<file path="config.mk">
export PLATFORM = sky130hd
export DESIGN_NAME = banded_density_histogram_top
export DESIGN_NICKNAME = d
export VERILOG_FILES = /design/src/rtl/core/bdh_pkg.sv /design/src/rtl/core/bdh_front.sv /design/src/rtl/core/bdh_queue.sv /design/src/rtl/core/bdh_back.sv /design/src/rtl/core/banded_density_histogram_top.sv
export SDC_FILE = /design/constraint.sdc
export NUM_CORES = 2
export LEC_CHECK = 0
export ABC_AREA = 0
export BUFFER_PORTS_ARGS = -buffer_cell sky130_fd_sc_hd__buf_4
export CORE_MARGIN = 2
export CORE_UTILIZATION = 56
export DETAILED_ROUTE_END_ITERATION = 12
export GPL_ROUTABILITY_DRIVEN = 0
export PLACE_DENSITY = 0.82
export SLEW_MARGIN = 15
export SYNTH_ARGS = -nofsm -noshare
export SYNTH_HDL_FRONTEND = slang
export SYNTH_HIERARCHICAL = 1
export SYNTH_SLANG_ARGS = --single-unit
export TNS_END_PERCENT = 10
</file>
<file path="constraint.sdc">
create_clock -name clock -period 7 [get_ports clock]
set_input_delay 0.7 -clock clock [delete_from_list [all_inputs] [get_ports clock]]
set_output_delay 0.7 -clock clock [all_outputs]
set_load 0.05 [all_outputs]
</file>
<file path="src/rtl/core/bdh_pkg.sv">
// Shared types and constants for the banded density histogram.
// Used by every module under rtl/core; depends on nothing.
`timescale 1ns / 1ps

package bdh_pkg;

   localparam int Q_W        = 17;
   localparam int SEL_W      = 5;
   localparam int REQ_CODE_W = 2;
   localparam int REQ_USER_W = REQ_CODE_W + 1;
   localparam int OUT_IDX_W  = 5;
   localparam int OUT_CNT_W  = 40;
   localparam int CSR_IDX_W  = 2;
   localparam int QUEUE_DEPTH = 2;

   localparam int REQ_DATA_W = ((Q_W + SEL_W + 7) / 8) * 8;
   localparam int RSP_BITS   = OUT_IDX_W + 4 * OUT_CNT_W;
   localparam int RSP_DATA_W = ((RSP_BITS + 7) / 8) * 8;

   localparam logic [Q_W-1:0] BAND_LOW_RESET  = 17'd0;
   localparam logic [Q_W-1:0] BAND_HIGH_RESET = 17'd65536;

   localparam logic [CSR_IDX_W-1:0] CSR_BAND_LOW  = 2'd0;
   localparam logic [CSR_IDX_W-1:0] CSR_BAND_HIGH = 2'd1;

   typedef enum logic [REQ_CODE_W-1:0] {
      REQ_SAMPLE = 2'd0,
      REQ_READ   = 2'd1,
      REQ_CLEAR  = 2'd2
   } req_code_type;

   typedef enum logic [1:0] {
      OP_COUNT,
      OP_READ,
      OP_CLEAR
   } op_type;

   typedef struct packed {
      op_type op;
      logic   at_low;
      logic   at_high;
   } entry_type;

   typedef enum logic [1:0] {
      FR_IDLE,
      FR_DIV,
      FR_PUSH
   } front_state_type;

   typedef enum logic {
      BK_IDLE,
      BK_UPDATE
   } back_state_type;

endpackage

</file>
<file path="src/rtl/core/bdh_front.sv">
// Front end: takes request beats, classifies them and finds the bin of a sample
// with a restoring divider, one quotient bit a cycle. Depends on bdh_pkg.
`timescale 1ns / 1ps

module bdh_front #(
   parameter int BIN_COUNT = 20
) (
   input  logic                             clock,
   input  logic                             reset,
   input  logic                             req_valid,
   output logic                             req_ready,
   input  logic [bdh_pkg::REQ_CODE_W-1:0]   req_code,
   input  logic                             in_lattice,
   input  logic [bdh_pkg::Q_W-1:0]          density,
   input  logic [bdh_pkg::SEL_W-1:0]        bin_select,
   input  logic [bdh_pkg::Q_W-1:0]          band_low,
   input  logic [bdh_pkg::Q_W-1:0]          band_high,
   output logic                             push_valid,
   input  logic                             push_ready,
   output bdh_pkg::entry_type               push_entry,
   output logic [$clog2(BIN_COUNT)-1:0]     push_idx
);

   localparam int IDX_W  = $clog2(BIN_COUNT);
   localparam int DIV_W  = bdh_pkg::Q_W + IDX_W;
   localparam int STEP_W = $clog2(IDX_W + 1);

   bdh_pkg::front_state_type state_ff, state_in;
   bdh_pkg::op_type          op_ff, op_in;
   logic [IDX_W-1:0]         idx_ff, idx_in;
   logic                     at_low_ff, at_low_in;
   logic                     at_high_ff, at_high_in;
   logic [DIV_W-1:0]         rem_ff, rem_in;
   logic [DIV_W-1:0]         dsh_ff, dsh_in;
   logic [IDX_W-1:0]         quo_ff, quo_in;
   logic [STEP_W-1:0]        cnt_ff, cnt_in;

   logic                     accept;
   logic                     num_neg, den_neg;
   logic [bdh_pkg::Q_W-1:0]  num_mag, den_mag;
   logic                     bin_zero, bin_top, need_div;
   logic                     div_ge;
   logic [IDX_W-1:0]         sel_idx;

   assign accept = req_valid && req_ready;

   always_comb begin
      num_neg  = density < band_low;
      num_mag  = num_neg ? band_low - density : density - band_low;
      den_neg  = band_high < band_low;
      den_mag  = den_neg ? band_low - band_high : band_high - band_low;
      bin_zero = (band_high == band_low) || (num_mag == '0) || (num_neg != den_neg);
      bin_top  = num_mag >= den_mag;
      need_div = (req_code == bdh_pkg::REQ_SAMPLE) && in_lattice && !bin_zero && !bin_top;
      sel_idx  = (int'(bin_select) >= BIN_COUNT) ? IDX_W'(BIN_COUNT - 1) : IDX_W'(bin_select);
      div_ge   = rem_ff >= dsh_ff;
   end

   // next state
   always_comb begin
      state_in = state_ff;
      case (state_ff)
         bdh_pkg::FR_IDLE: begin
            if (accept) begin
               state_in = need_div ? bdh_pkg::FR_DIV : bdh_pkg::FR_PUSH;
            end
         end
         bdh_pkg::FR_DIV: begin
            if (cnt_ff == '0) begin
               state_in = bdh_pkg::FR_PUSH;
            end
         end
         bdh_pkg::FR_PUSH: begin
            if (accept) begin
               state_in = need_div ? bdh_pkg::FR_DIV : bdh_pkg::FR_PUSH;
            end else if (push_ready) begin
               state_in = bdh_pkg::FR_IDLE;
            end
         end
         default: state_in = bdh_pkg::FR_IDLE;
      endcase
   end

   // outputs
   always_comb begin
      req_ready  = 1'b0;
      push_valid = 1'b0;
      case (state_ff)
         bdh_pkg::FR_IDLE: req_ready = 1'b1;
         bdh_pkg::FR_PUSH: begin
            req_ready  = push_ready;
            push_valid = 1'b1;
         end
         default: begin
            req_ready  = 1'b0;
            push_valid = 1'b0;
         end
      endcase
   end

   // datapath
   always_comb begin
      op_in      = op_ff;
      idx_in     = idx_ff;
      at_low_in  = at_low_ff;
      at_high_in = at_high_ff;
      rem_in     = rem_ff;
      dsh_in     = dsh_ff;
      quo_in     = quo_ff;
      cnt_in     = cnt_ff;
      if (accept) begin
         at_low_in  = density <= band_low;
         at_high_in = density >= band_high;
         rem_in     = DIV_W'(num_mag * BIN_COUNT);
         dsh_in     = DIV_W'(den_mag) << (IDX_W - 1);
         quo_in     = '0;
         cnt_in     = STEP_W'(IDX_W - 1);
         case (req_code)
            bdh_pkg::REQ_SAMPLE: begin
               if (in_lattice) begin
                  op_in  = bdh_pkg::OP_COUNT;
                  idx_in = (!bin_zero && bin_top) ? IDX_W'(BIN_COUNT - 1) : '0;
               end else begin
                  op_in  = bdh_pkg::OP_READ;
                  idx_in = '0;
               end
            end
            bdh_pkg::REQ_CLEAR: begin
               op_in  = bdh_pkg::OP_CLEAR;
               idx_in = '0;
            end
            default: begin
               op_in  = bdh_pkg::OP_READ;
               idx_in = sel_idx;
            end
         endcase
      end else if (state_ff == bdh_pkg::FR_DIV) begin
         rem_in = div_ge ? rem_ff - dsh_ff : rem_ff;
         dsh_in = dsh_ff >> 1;
         quo_in = IDX_W'({quo_ff, div_ge});
         cnt_in = cnt_ff - 1'b1;
         idx_in = quo_in;
      end
   end

   always_ff @(posedge clock) begin
      if (reset) begin
         state_ff <= bdh_pkg::FR_IDLE;
      end else begin
         state_ff <= state_in;
      end
   end

   always_ff @(posedge clock) begin
      op_ff      <= op_in;
      idx_ff     <= idx_in;
      at_low_ff  <= at_low_in;
      at_high_ff <= at_high_in;
      rem_ff     <= rem_in;
      dsh_ff     <= dsh_in;
      quo_ff     <= quo_in;
      cnt_ff     <= cnt_in;
   end

   assign push_entry = '{op: op_ff, at_low: at_low_ff, at_high: at_high_ff};
   assign push_idx   = idx_ff;

endmodule

</file>
<file path="src/rtl/core/bdh_queue.sv">
// Two-entry queue between the front and back ends of the histogram.
// Depends on bdh_pkg for its depth.
`timescale 1ns / 1ps

module bdh_queue #(
   parameter int WIDTH = 8
) (
   input  logic             clock,
   input  logic             reset,
   input  logic             push_valid,
   output logic             push_ready,
   input  logic [WIDTH-1:0] push_data,
   output logic             pop_valid,
   input  logic             pop_ready,
   output logic [WIDTH-1:0] pop_data
);

   localparam int PTR_W = $clog2(bdh_pkg::QUEUE_DEPTH);
   localparam int CNT_W = $clog2(bdh_pkg::QUEUE_DEPTH + 1);

   logic [WIDTH-1:0] slot_ff [bdh_pkg::QUEUE_DEPTH];
   logic [PTR_W-1:0] wr_ptr_ff, wr_ptr_in;
   logic [PTR_W-1:0] rd_ptr_ff, rd_ptr_in;
   logic [CNT_W-1:0] fill_ff, fill_in;
   logic             do_push, do_pop;

   assign push_ready = fill_ff != CNT_W'(bdh_pkg::QUEUE_DEPTH);
   assign pop_valid  = fill_ff != '0;
   assign pop_data   = slot_ff[rd_ptr_ff];
   assign do_push    = push_valid && push_ready;
   assign do_pop     = pop_valid && pop_ready;

   always_comb begin
      wr_ptr_in = do_push ? wr_ptr_ff + 1'b1 : wr_ptr_ff;
      rd_ptr_in = do_pop ? rd_ptr_ff + 1'b1 : rd_ptr_ff;
      fill_in   = fill_ff;
      if (do_push && !do_pop) begin
         fill_in = fill_ff + 1'b1;
      end else if (do_pop && !do_push) begin
         fill_in = fill_ff - 1'b1;
      end
   end

   always_ff @(posedge clock) begin
      if (reset) begin
         wr_ptr_ff <= '0;
         rd_ptr_ff <= '0;
         fill_ff   <= '0;
      end else begin
         wr_ptr_ff <= wr_ptr_in;
         rd_ptr_ff <= rd_ptr_in;
         fill_ff   <= fill_in;
      end
   end

   always_ff @(posedge clock) begin
      if (do_push) begin
         slot_ff[wr_ptr_ff] <= push_data;
      end
   end

endmodule

</file>
<file path="src/rtl/core/bdh_back.sv">
// Back end: bin count memory with read-modify-write, the three totals, and the
// result register. Depends on bdh_pkg.
`timescale 1ns / 1ps

module bdh_back #(
   parameter int BIN_COUNT   = 20,
   parameter int COUNT_WIDTH = 40
) (
   input  logic                         clock,
   input  logic                         reset,
   input  logic                         pop_valid,
   output logic                         pop_ready,
   input  bdh_pkg::entry_type           pop_entry,
   input  logic [$clog2(BIN_COUNT)-1:0] pop_idx,
   output logic                         rsp_valid,
   input  logic                         rsp_ready,
   output logic [$clog2(BIN_COUNT)-1:0] out_idx,
   output logic                         out_counted,
   output logic [COUNT_WIDTH-1:0]       out_bin,
   output logic [COUNT_WIDTH-1:0]       out_total,
   output logic [COUNT_WIDTH-1:0]       out_low,
   output logic [COUNT_WIDTH-1:0]       out_high
);

   localparam int IDX_W = $clog2(BIN_COUNT);
   localparam logic [COUNT_WIDTH-1:0] CNT_MAX = {COUNT_WIDTH{1'b1}};

   logic [COUNT_WIDTH-1:0] bin_mem [BIN_COUNT];

   bdh_pkg::back_state_type state_ff, state_in;
   bdh_pkg::entry_type      entry_ff;
   logic [IDX_W-1:0]        idx_ff;
   logic [COUNT_WIDTH-1:0]  rd_ff;
   logic [BIN_COUNT-1:0]    valid_ff, valid_in;
   logic [COUNT_WIDTH-1:0]  total_ff, total_in;
   logic [COUNT_WIDTH-1:0]  low_ff, low_in;
   logic [COUNT_WIDTH-1:0]  high_ff, high_in;
   logic                    rsp_valid_ff, rsp_valid_in;
   logic [IDX_W-1:0]        out_idx_ff, out_idx_in;
   logic                    out_counted_ff, out_counted_in;
   logic [COUNT_WIDTH-1:0]  out_bin_ff, out_bin_in;

   logic                    take, is_count, bin_wr;
   logic [COUNT_WIDTH-1:0]  cur_bin, new_bin;

   assign take     = pop_valid && pop_ready;
   assign is_count = entry_ff.op == bdh_pkg::OP_COUNT;
   assign cur_bin  = valid_ff[idx_ff] ? rd_ff : '0;
   assign new_bin  = (is_count && cur_bin != CNT_MAX) ? cur_bin + 1'b1 : cur_bin;
   assign bin_wr   = (state_ff == bdh_pkg::BK_UPDATE) && is_count;

   // next state
   always_comb begin
      state_in = state_ff;
      case (state_ff)
         bdh_pkg::BK_IDLE: begin
            if (take && pop_entry.op != bdh_pkg::OP_CLEAR) begin
               state_in = bdh_pkg::BK_UPDATE;
            end
         end
         bdh_pkg::BK_UPDATE: state_in = bdh_pkg::BK_IDLE;
         default: state_in = bdh_pkg::BK_IDLE;
      endcase
   end

   // outputs
   always_comb begin
      case (state_ff)
         bdh_pkg::BK_IDLE: pop_ready = !rsp_valid_ff || rsp_ready;
         default: pop_ready = 1'b0;
      endcase
   end

   always_comb begin
      valid_in       = valid_ff;
      total_in       = total_ff;
      low_in         = low_ff;
      high_in        = high_ff;
      rsp_valid_in   = rsp_valid_ff && !rsp_ready;
      out_idx_in     = out_idx_ff;
      out_counted_in = out_counted_ff;
      out_bin_in     = out_bin_ff;
      if (take && pop_entry.op == bdh_pkg::OP_CLEAR) begin
         valid_in       = '0;
         total_in       = '0;
         low_in         = '0;
         high_in        = '0;
         rsp_valid_in   = 1'b1;
         out_idx_in     = '0;
         out_counted_in = 1'b0;
         out_bin_in     = '0;
      end else if (state_ff == bdh_pkg::BK_UPDATE) begin
         if (is_count) begin
            valid_in[idx_ff] = 1'b1;
            if (total_ff != CNT_MAX) begin
               total_in = total_ff + 1'b1;
            end
            if (entry_ff.at_low && low_ff != CNT_MAX) begin
               low_in = low_ff + 1'b1;
            end
            if (entry_ff.at_high && high_ff != CNT_MAX) begin
               high_in = high_ff + 1'b1;
            end
         end
         rsp_valid_in   = 1'b1;
         out_idx_in     = idx_ff;
         out_counted_in = is_count;
         out_bin_in     = new_bin;
      end
   end

   always_ff @(posedge clock) begin
      if (reset) begin
         state_ff     <= bdh_pkg::BK_IDLE;
         valid_ff     <= '0;
         total_ff     <= '0;
         low_ff       <= '0;
         high_ff      <= '0;
         rsp_valid_ff <= 1'b0;
      end else begin
         state_ff     <= state_in;
         valid_ff     <= valid_in;
         total_ff     <= total_in;
         low_ff       <= low_in;
         high_ff      <= high_in;
         rsp_valid_ff <= rsp_valid_in;
      end
   end

   always_ff @(posedge clock) begin
      if (take) begin
         entry_ff <= pop_entry;
         idx_ff   <= pop_idx;
      end
      out_idx_ff     <= out_idx_in;
      out_counted_ff <= out_counted_in;
      out_bin_ff     <= out_bin_in;
   end

   always_ff @(posedge clock) begin
      if (take) begin
         rd_ff <= bin_mem[pop_idx];
      end
      if (bin_wr) begin
         bin_mem[idx_ff] <= new_bin;
      end
   end

   assign rsp_valid   = rsp_valid_ff;
   assign out_idx     = out_idx_ff;
   assign out_counted = out_counted_ff;
   assign out_bin     = out_bin_ff;
   assign out_total   = total_ff;
   assign out_low     = low_ff;
   assign out_high    = high_ff;

endmodule

</file>
<file path="src/rtl/core/banded_density_histogram_top.sv">
// Banded density histogram, top level: band registers, front end, queue, back end.
// Depends on bdh_pkg, bdh_front, bdh_queue and bdh_back.
//
// Request beats carry a sample, a bin read or a clear; every request gives one
// response beat with the bin index, a counted flag, that bin's count and the
// sample, at-low and at-high totals. The csr channel writes band_low (index 0)
// and band_high (index 1), Q1.16; it is always ready, and the user must write it
// only while idle, which the block itself does not enforce.
// A request is registered in the front end, held in the queue, read by the back
// end and written to the result register (a clear skips the read-modify-write); a
// sample strictly inside the band first gets its bin from a restoring divider
// giving one quotient bit a cycle, which holds the front end. The back end takes
// no new entry while it does the read-modify-write of the bin count memory.
// Reset clears every count (per-bin valid bits) and sets the band to 0..1.0.
// A clear request does the same for the counts.
// When the response side stalls, the result register holds, the two-entry queue
// fills and then req_tready drops; nothing is lost.
`timescale 1ns / 1ps

module banded_density_histogram_top #(
   parameter int BIN_COUNT   = 20,
   parameter int COUNT_WIDTH = 40
) (
   input  logic                               clock,
   input  logic                               reset,
   input  logic                               req_tvalid,
   output logic                               req_tready,
   // density [16:0], bin_select [21:17], zero pad
   input  logic [bdh_pkg::REQ_DATA_W-1:0]     req_tdata,
   // req_type [1:0], in_lattice [2]
   input  logic [bdh_pkg::REQ_USER_W-1:0]     req_tuser,
   output logic                               rsp_tvalid,
   input  logic                               rsp_tready,
   // bin_index [4:0], bin_total [44:5], sample_total [84:45],
   // low_edge_total [124:85], high_edge_total [164:125], zero pad
   output logic [bdh_pkg::RSP_DATA_W-1:0]     rsp_tdata,
   // was_counted [0]
   output logic                               rsp_tuser,
   input  logic                               csr_valid,
   output logic                               csr_ready,
   input  logic [bdh_pkg::CSR_IDX_W-1:0]      csr_index,
   input  logic [bdh_pkg::Q_W-1:0]            csr_data
);

   localparam int IDX_W = $clog2(BIN_COUNT);
   localparam int ENT_W = $bits(bdh_pkg::entry_type);
   localparam int QD_W  = ENT_W + IDX_W;
   localparam int PAD_W = bdh_pkg::RSP_DATA_W - bdh_pkg::RSP_BITS;

   logic [bdh_pkg::Q_W-1:0] band_low_ff, band_low_in;
   logic [bdh_pkg::Q_W-1:0] band_high_ff, band_high_in;

   logic                    push_valid, push_ready;
   bdh_pkg::entry_type      push_entry;
   logic [IDX_W-1:0]        push_idx;
   logic                    pop_valid, pop_ready;
   logic [QD_W-1:0]         pop_data;

   logic [IDX_W-1:0]        out_idx;
   logic                    out_counted;
   logic [COUNT_WIDTH-1:0]  out_bin, out_total, out_low, out_high;

   assign csr_ready = 1'b1;

   always_comb begin
      band_low_in  = band_low_ff;
      band_high_in = band_high_ff;
      if (csr_valid) begin
         case (csr_index)
            bdh_pkg::CSR_BAND_LOW:  band_low_in  = csr_data;
            bdh_pkg::CSR_BAND_HIGH: band_high_in = csr_data;
            default: begin
               band_low_in  = band_low_ff;
               band_high_in = band_high_ff;
            end
         endcase
      end
   end

   always_ff @(posedge clock) begin
      if (reset) begin
         band_low_ff  <= bdh_pkg::BAND_LOW_RESET;
         band_high_ff <= bdh_pkg::BAND_HIGH_RESET;
      end else begin
         band_low_ff  <= band_low_in;
         band_high_ff <= band_high_in;
      end
   end

   bdh_front #(
      .BIN_COUNT (BIN_COUNT)
   ) u_front (
      .clock      (clock),
      .reset      (reset),
      .req_valid  (req_tvalid),
      .req_ready  (req_tready),
      .req_code   (req_tuser[bdh_pkg::REQ_CODE_W-1:0]),
      .in_lattice (req_tuser[bdh_pkg::REQ_CODE_W]),
      .density    (req_tdata[bdh_pkg::Q_W-1:0]),
      .bin_select (req_tdata[bdh_pkg::Q_W+bdh_pkg::SEL_W-1:bdh_pkg::Q_W]),
      .band_low   (band_low_ff),
      .band_high  (band_high_ff),
      .push_valid (push_valid),
      .push_ready (push_ready),
      .push_entry (push_entry),
      .push_idx   (push_idx)
   );

   bdh_queue #(
      .WIDTH (QD_W)
   ) u_queue (
      .clock      (clock),
      .reset      (reset),
      .push_valid (push_valid),
      .push_ready (push_ready),
      .push_data  ({push_idx, push_entry}),
      .pop_valid  (pop_valid),
      .pop_ready  (pop_ready),
      .pop_data   (pop_data)
   );

   bdh_back #(
      .BIN_COUNT   (BIN_COUNT),
      .COUNT_WIDTH (COUNT_WIDTH)
   ) u_back (
      .clock       (clock),
      .reset       (reset),
      .pop_valid   (pop_valid),
      .pop_ready   (pop_ready),
      .pop_entry   (bdh_pkg::entry_type'(pop_data[ENT_W-1:0])),
      .pop_idx     (pop_data[QD_W-1:ENT_W]),
      .rsp_valid   (rsp_tvalid),
      .rsp_ready   (rsp_tready),
      .out_idx     (out_idx),
      .out_counted (out_counted),
      .out_bin     (out_bin),
      .out_total   (out_total),
      .out_low     (out_low),
      .out_high    (out_high)
   );

   assign rsp_tdata = {
      {PAD_W{1'b0}},
      bdh_pkg::OUT_CNT_W'(out_high),
      bdh_pkg::OUT_CNT_W'(out_low),
      bdh_pkg::OUT_CNT_W'(out_total),
      bdh_pkg::OUT_CNT_W'(out_bin),
      bdh_pkg::OUT_IDX_W'(out_idx)
   };
   assign rsp_tuser = out_counted;

endmodule
</file>
Word level (Yosys, flattened, before mapping) --
Memory sizes are Yosys's and may differ from the RTL's. A register that Yosys moved wholly into a read port is not among the register bits. Cells that the tools add are included.
Cells by class: add/subtract/negate cells 14, multiply operators 1, $lt $le $gt $ge 9, equality and inequality tests 16, muxes and demuxes 42, bitwise logic cells 2, reduce and logical (&&, ||, !) cells 46
Operators by type and width (count):
- adder 40 x 1 -> 40 bit, second input constant | 4
- inequality test 40 bit, second input constant | 4
- 2-to-1 mux 40 bit | 2
- subtractor 17 bit | 4
- 2-to-1 mux 22 bit | 3
- 2-to-1 mux 21 bit | 2
- greater-or-equal comparator 17 bit | 2
- less-than comparator 17 bit | 2
- 2-to-1 mux 17 bit | 2
- 2-to-1 mux 5 bit | 5
- greater-or-equal comparator 22 x 21 -> 1 bit | 1
- subtractor 22 x 21 -> 22 bit | 1
- multiplier 17 x 3 -> 20 bit, second input constant | 1
- OR 20 bit | 1
- equality test 17 bit | 1
- less-or-equal comparator 17 bit | 1
- logical AND 1 bit | 17
- logical NOT 17 bit | 1
- 2-to-1 mux 1 bit | 14
- 2-to-1 mux 2 bit | 7
- AND reduction 3 bit | 4
- one-hot mux 5 bit (2 select lines) | 1
- AND reduction 2 bit | 5
- logical NOT 2 bit | 4
- 24 further kinds | 41
Word-level totals: flip-flop bits (word level) 296, bits in writable memories 818, input bits 51, output and inout bits 172, logic and storage cells 161, memories kept 2
Memories:
- u_back.bin_mem | words 20, width 40, rd ports 1, clocked after Yosys merged registers in 1, write ports 1, RTL line bdh_back.sv:28 | logic [COUNT_WIDTH-1:0] bin_mem [BIN_COUNT];
- u_queue.slot_ff | words 2, width 9, rd ports 1, clocked after Yosys merged registers in 1, write ports 1, RTL line bdh_queue.sv:21 | logic [WIDTH-1:0] slot_ff [bdh_pkg::QUEUE_DEPTH];

Longest topological paths before layout --
depth after elaboration 11, gate-level depth with buffers 24, mapped depth without buffers 22

By module --
The synthesis kept the hierarchy.
Modules (own cells, without submodules):
- bdh_back | times used 1, cells an instance 2494, area each 41930.2 um2, seq. area each 29258.1 um2
- bdh_front | times used 1, cells an instance 1012, area each 8484.4 um2, seq. area each 1681.6 um2
- banded_density_histogram_top | times used 1, cells an instance 139, area each 1463.9 um2, seq. area each 680.7 um2
- bdh_queue | times used 1, cells an instance 52, area each 869.6 um2, seq. area each 640.6 um2

Worst setup path after synthesis --
OpenSTA, ideal clock, no wires.
path kind in2reg, from input req_tdata[8] in the netlist's numbering, to register u_front.rem_ff[20], data pin, setup time 0.271 ns, arrival 5.019 ns, data required time 6.729 ns, setup slack 1.710 ns, cell stages on the path 23, path buffers 3, cells stage by stage inv_1 -> ha_1 -> buf_6 -> a21oi_2 -> o21ai_0 -> and2_4 -> a211oi_2 -> buf_6 -> buf_6 -> mux2i_1 -> xor2_1 -> ha_1 -> ha_1 -> a21o_1 -> a21o_1 -> a211oi_1 -> o311ai_0 -> a31oi_1 -> nor2b_1 -> o21a_1 -> o41a_1 -> xnor2_1 -> o22ai_1
On the way: cells in the longest elaborated chain, start to end 4, elaborated cells between the ends (all ways) 6, classes of those cells add/sub: 2; mul: 1; order compare: 1; mux: 2
RTL lines:
- from (decl) | RTL line banded_density_histogram_top.sv:29 | input logic [bdh_pkg::REQ_DATA_W-1:0] req_tdata,
- subtractor 17 bit or less-than comparator 17 bit (tied branches) | RTL line bdh_front.sv:49, bdh_front.sv:48
- 2-to-1 mux 17 bit (*) | RTL line bdh_front.sv:49 | num_mag = num_neg ? band_low - density : density - band_low;
- multiplier 17 x 3 -> 20 bit (*) | RTL line bdh_front.sv:114 | rem_in = DIV_W'(num_mag * BIN_COUNT);
- 2-to-1 mux 22 bit (*) | RTL line bdh_front.sv:111 | if (accept) begin
- net u_front.rem_in[20] | RTL line bdh_front.sv:33 | logic [DIV_W-1:0] rem_ff, rem_in;
- to (signal assigned) | RTL line bdh_front.sv:159 | rem_ff <= rem_in;
- to (decl) | RTL line bdh_front.sv:33
Mark *: on every way through the listed nets, which the timed path passes. The rest lies on a longest branch. A chain may end at the register's enable or synchronous reset.

Final worst setup path --
from register u_back.idx_ff[4], to memory u_back.bin_mem[10][34], data pin
On the way: cells in the longest elaborated chain, start to end 6, elaborated cells between the ends (all ways) 7, classes of those cells add/sub: 1; eq/ne: 1; mux: 4; reduce/logical: 1
RTL lines:
- from (decl) | RTL line bdh_back.sv:32 | logic [IDX_W-1:0] idx_ff;
- from (signal assigned) | RTL line bdh_back.sv:133 | idx_ff <= pop_idx;
- binary-select mux 1 bit (select 5 bit) (*) | RTL line bdh_back.sv:48 | assign cur_bin = valid_ff[idx_ff] ? rd_ff : '0;
- 2-to-1 mux 1 bit (not written as such) (*) | RTL line bdh_back.sv:48
- 2-to-1 mux 40 bit (*) | RTL line bdh_back.sv:48
- branches (longest 2 deep; another with adder 40 x 1 -> 40 bit)
- 2-to-1 mux 40 bit (*) | RTL line bdh_back.sv:49 | assign new_bin = (is_count && cur_bin != CNT_MAX) ? cur_bin + 1'b1 : cur_bin;
- net u_back.new_bin[34] | RTL line bdh_back.sv:44 | logic [COUNT_WIDTH-1:0] cur_bin, new_bin;
- to (decl) | RTL line bdh_back.sv:28
Mark *: on every way through the listed nets, which the timed path passes. The select of a mux whose other input is x is not followed.

==> results.cfg <==
[run_status]
status = completed

[min_path]
hold_class = input pin to flip-flop
holdPathStages = 3
min_from = csr_data[16]

[yosys]
syn-cell-area_um2 = 52700
ys_seq_area_share_pct = 61.2
synth_flop_cell = edfxtp_1
async_flop_share_pct = 0
ys_types = 98
synth.avg_cell_area_um2 = 14.3
netlist_instances = 3697
synth_edf_count = 913
synthTopCellsByArea = edfxtp_1 52%, mux4_2 10%, dfxtp_1 9.2%
synth.top_cell.area_share_pct = 52.0
ys_warn_count = 6
yosys.area.top_type = edfxtp_1
synth-seq-cells = 1155

[clocking]
cts_tree = done
cts_buffer_depth = 3
cts_hold_buf = 0
cts_buffers = 109
cts.reportedPaths.clkPinSlew_ps = 60
clkLatencyLatePin_ps = 710
htreeDepth = 3
ctsResizeCount = 0
post_cts_buffers = 0
root_buffer = clkbuf_16
cts_sinks = 1155

[floorplan]
io_pins = 223
start_util_pct = 56.5
die_area_um2 = 96700
rows = 112
core_area_um2 = 93300
die_h_um = 311
dieWidth_um = 311

[sta]
fin_crit_sh_pct = 81.4
final_max_slew_viol_count = 0
hold_ws_ps = 295
finalSetupViolCount = 0
rsz0062_at_grt = false
setup_tns_ps = 0
relSlewSlack_pct = 20.9
max_freq_mhz = 176
skew_ps = 73.1
worstMarginPinSlew_ps = 1180
hold_viol = 0
min_period_ps = 5700

[global_routing]
top_usage_layer = met2
grt_pass1_vias = 33700
track_usage_pct = 28.0
grt_pass1_wl_um = 206000
grtUsageMet3_pct = 4.84
antenna_found_initial = 1
grt_use_met2_pct = 45.6
grt_use_met1_pct = 37.6
grt_max_degree = 134
grt_overflow = 0

[routing]
vias = 34300
drt_first_pass_iters = 8
wire_per_inst_um = 26.3
ant_nets = 0
via_per_inst = 6.53
wirelength_um = 138000
drt_iter0_markers = 4642
drc = 0

[layout]
drive_gt1_share_pct = 21.1
fin_util_pct = 63.9
final_nets = 4120
final_common_cell = edfxtp_1
final_cell_mix = 913 x edfxtp_1, 278 x buf_4, 243 x mux4_2
finalNonFillerCells = 5255
fin_area_um2 = 59700
area_delta_synth_final_pct = 13.1
diodes = 0

[pwr]
p_per_area_nw_per_um2 = 340
ir_worst_vdd_uv = 236
p_leak_nw = 20.5

[placed_design]
io_buffers = 216
dp_hpwl_um = 83700
dp.cells = 5046
dpl_cell_area_um2 = 55800

[run]
max_cap_viol_count = 0

[critical_path]
r2r_start = u_back/idx_ff[4]
end_kind = flip-flop
cp-start-kind = flip-flop
path_max_fanout = 20
crit_type = flip-flop to flip-flop
critPathLaunch = u_back/idx_ff[4]
cp.required_ps = 7340
r2r_cells = 12
worstPathArrival_ps = 6040
-- layer usage --
metal / share of wire (%) / vias up
li1: - / 14900
met1: 38 / 16900
met2: 48 / 2128
met3: 10 / 377
met4: 4.1 / 0
met5: 0 / -
-- synthesized netlist by cell type (22+ instances only) --
master and n:
nand2b_1 68, or3_1 82, mux2_2 56, nor2_1 177
nand3_1 116, clkbuf_1 121, nor3_1 48, o21a_1 24
a21oi_1 166, mux2i_1 80, edfxtp_1 913, and4_1 28
and3_1 28, o211ai_1 40, a21o_1 40, mux4_2 243
xor2_1 49, ha_1 157, xnor2_1 60, nor4_1 26
o21ai_0 138, buf_2 33, nand2_1 180, a211oi_1 22
inv_1 127, o31ai_1 36, or4_1 54, o22ai_1 31
nand4_1 58, dfxtp_1 242
-- through the flow --
step                      power, mW  worst slack (ps)
after floorplan                12.5              1710
after global placement         14.0              1060
after detailed placement       14.1              1050
after CTS                      20.2              1120
after global routing           20.9              1060
final                          20.3              1300
-- state kept, by name, summed over array words and instances (netlist names), 17 cells and up, named ones only --
signal	flops
band_high_ff	17
band_low_ff	17
u_back/bin_mem	800
u_back/out_bin	40
u_back/out_high	40
u_back/out_low	40
u_back/out_total	40
u_back/rd_ff	40
u_back/valid_ff	20
u_front/dsh_ff	21
u_front/rem_ff	22
u_queue/slot_ff	18
-- logic make-up (layout without fill, tap and decap cells) --
group | count (synthesis) | count (layout) | synth area share (%)
compound gates | 624 | 624 | 7.77
mux | 379 | 379 | 13.1
xor+xnor | 109 | 109 | 1.81
other cells | 2 | 4 | 0.0142
flops | 1155 | 1155 | 61.2
simple gates | 952 | 952 | 9.72
fa+ha+maj | 163 | 163 | 3.95
buf+inv | 313 | 615 | 2.49
-- report_power, final --
part / internal [mW] / switching [mW]
registers: 8.39 / 0.491
logic: 2.01 / 3.30
clock network: 3.45 / 2.62
-- final cells by class --
class / count / area [um2]
Clock buffer: 139 / 2960
Multi-Input combinational cell: 2231 / 19500
Clock inverter: 67 / 746
Inverter: 127 / 477
Tap cell: 1254 / 1570
Fill cell: 6443 / 33700
Sequential cell: 1155 / 32300
Timing Repair Buffer: 282 / 2170
-- critical path, stage by stage (launching register included) --
cell	delay, ps
edfxtp_1	490
nand3b_1	540
o221ai_2	550
nand2_1	100
buf_4	220
a21boi_0	410
ha_1	290
nand4_1	210
nor4_1	500
o211ai_1	460
a211oi_1	490
xnor2_1	220
nor2_1	830
-- worst paths after layout --
check	endpoint	slack (ps)
worst max-delay path	u_back/bin_mem[10][34]	1300
worst min-delay path	band_high_ff[16]	290
worst max register to register	u_back/bin_mem[10][34]	1300
worst min register to register	u_queue/slot_ff[1][7]	430
Power figures use the tool's default switching activity.
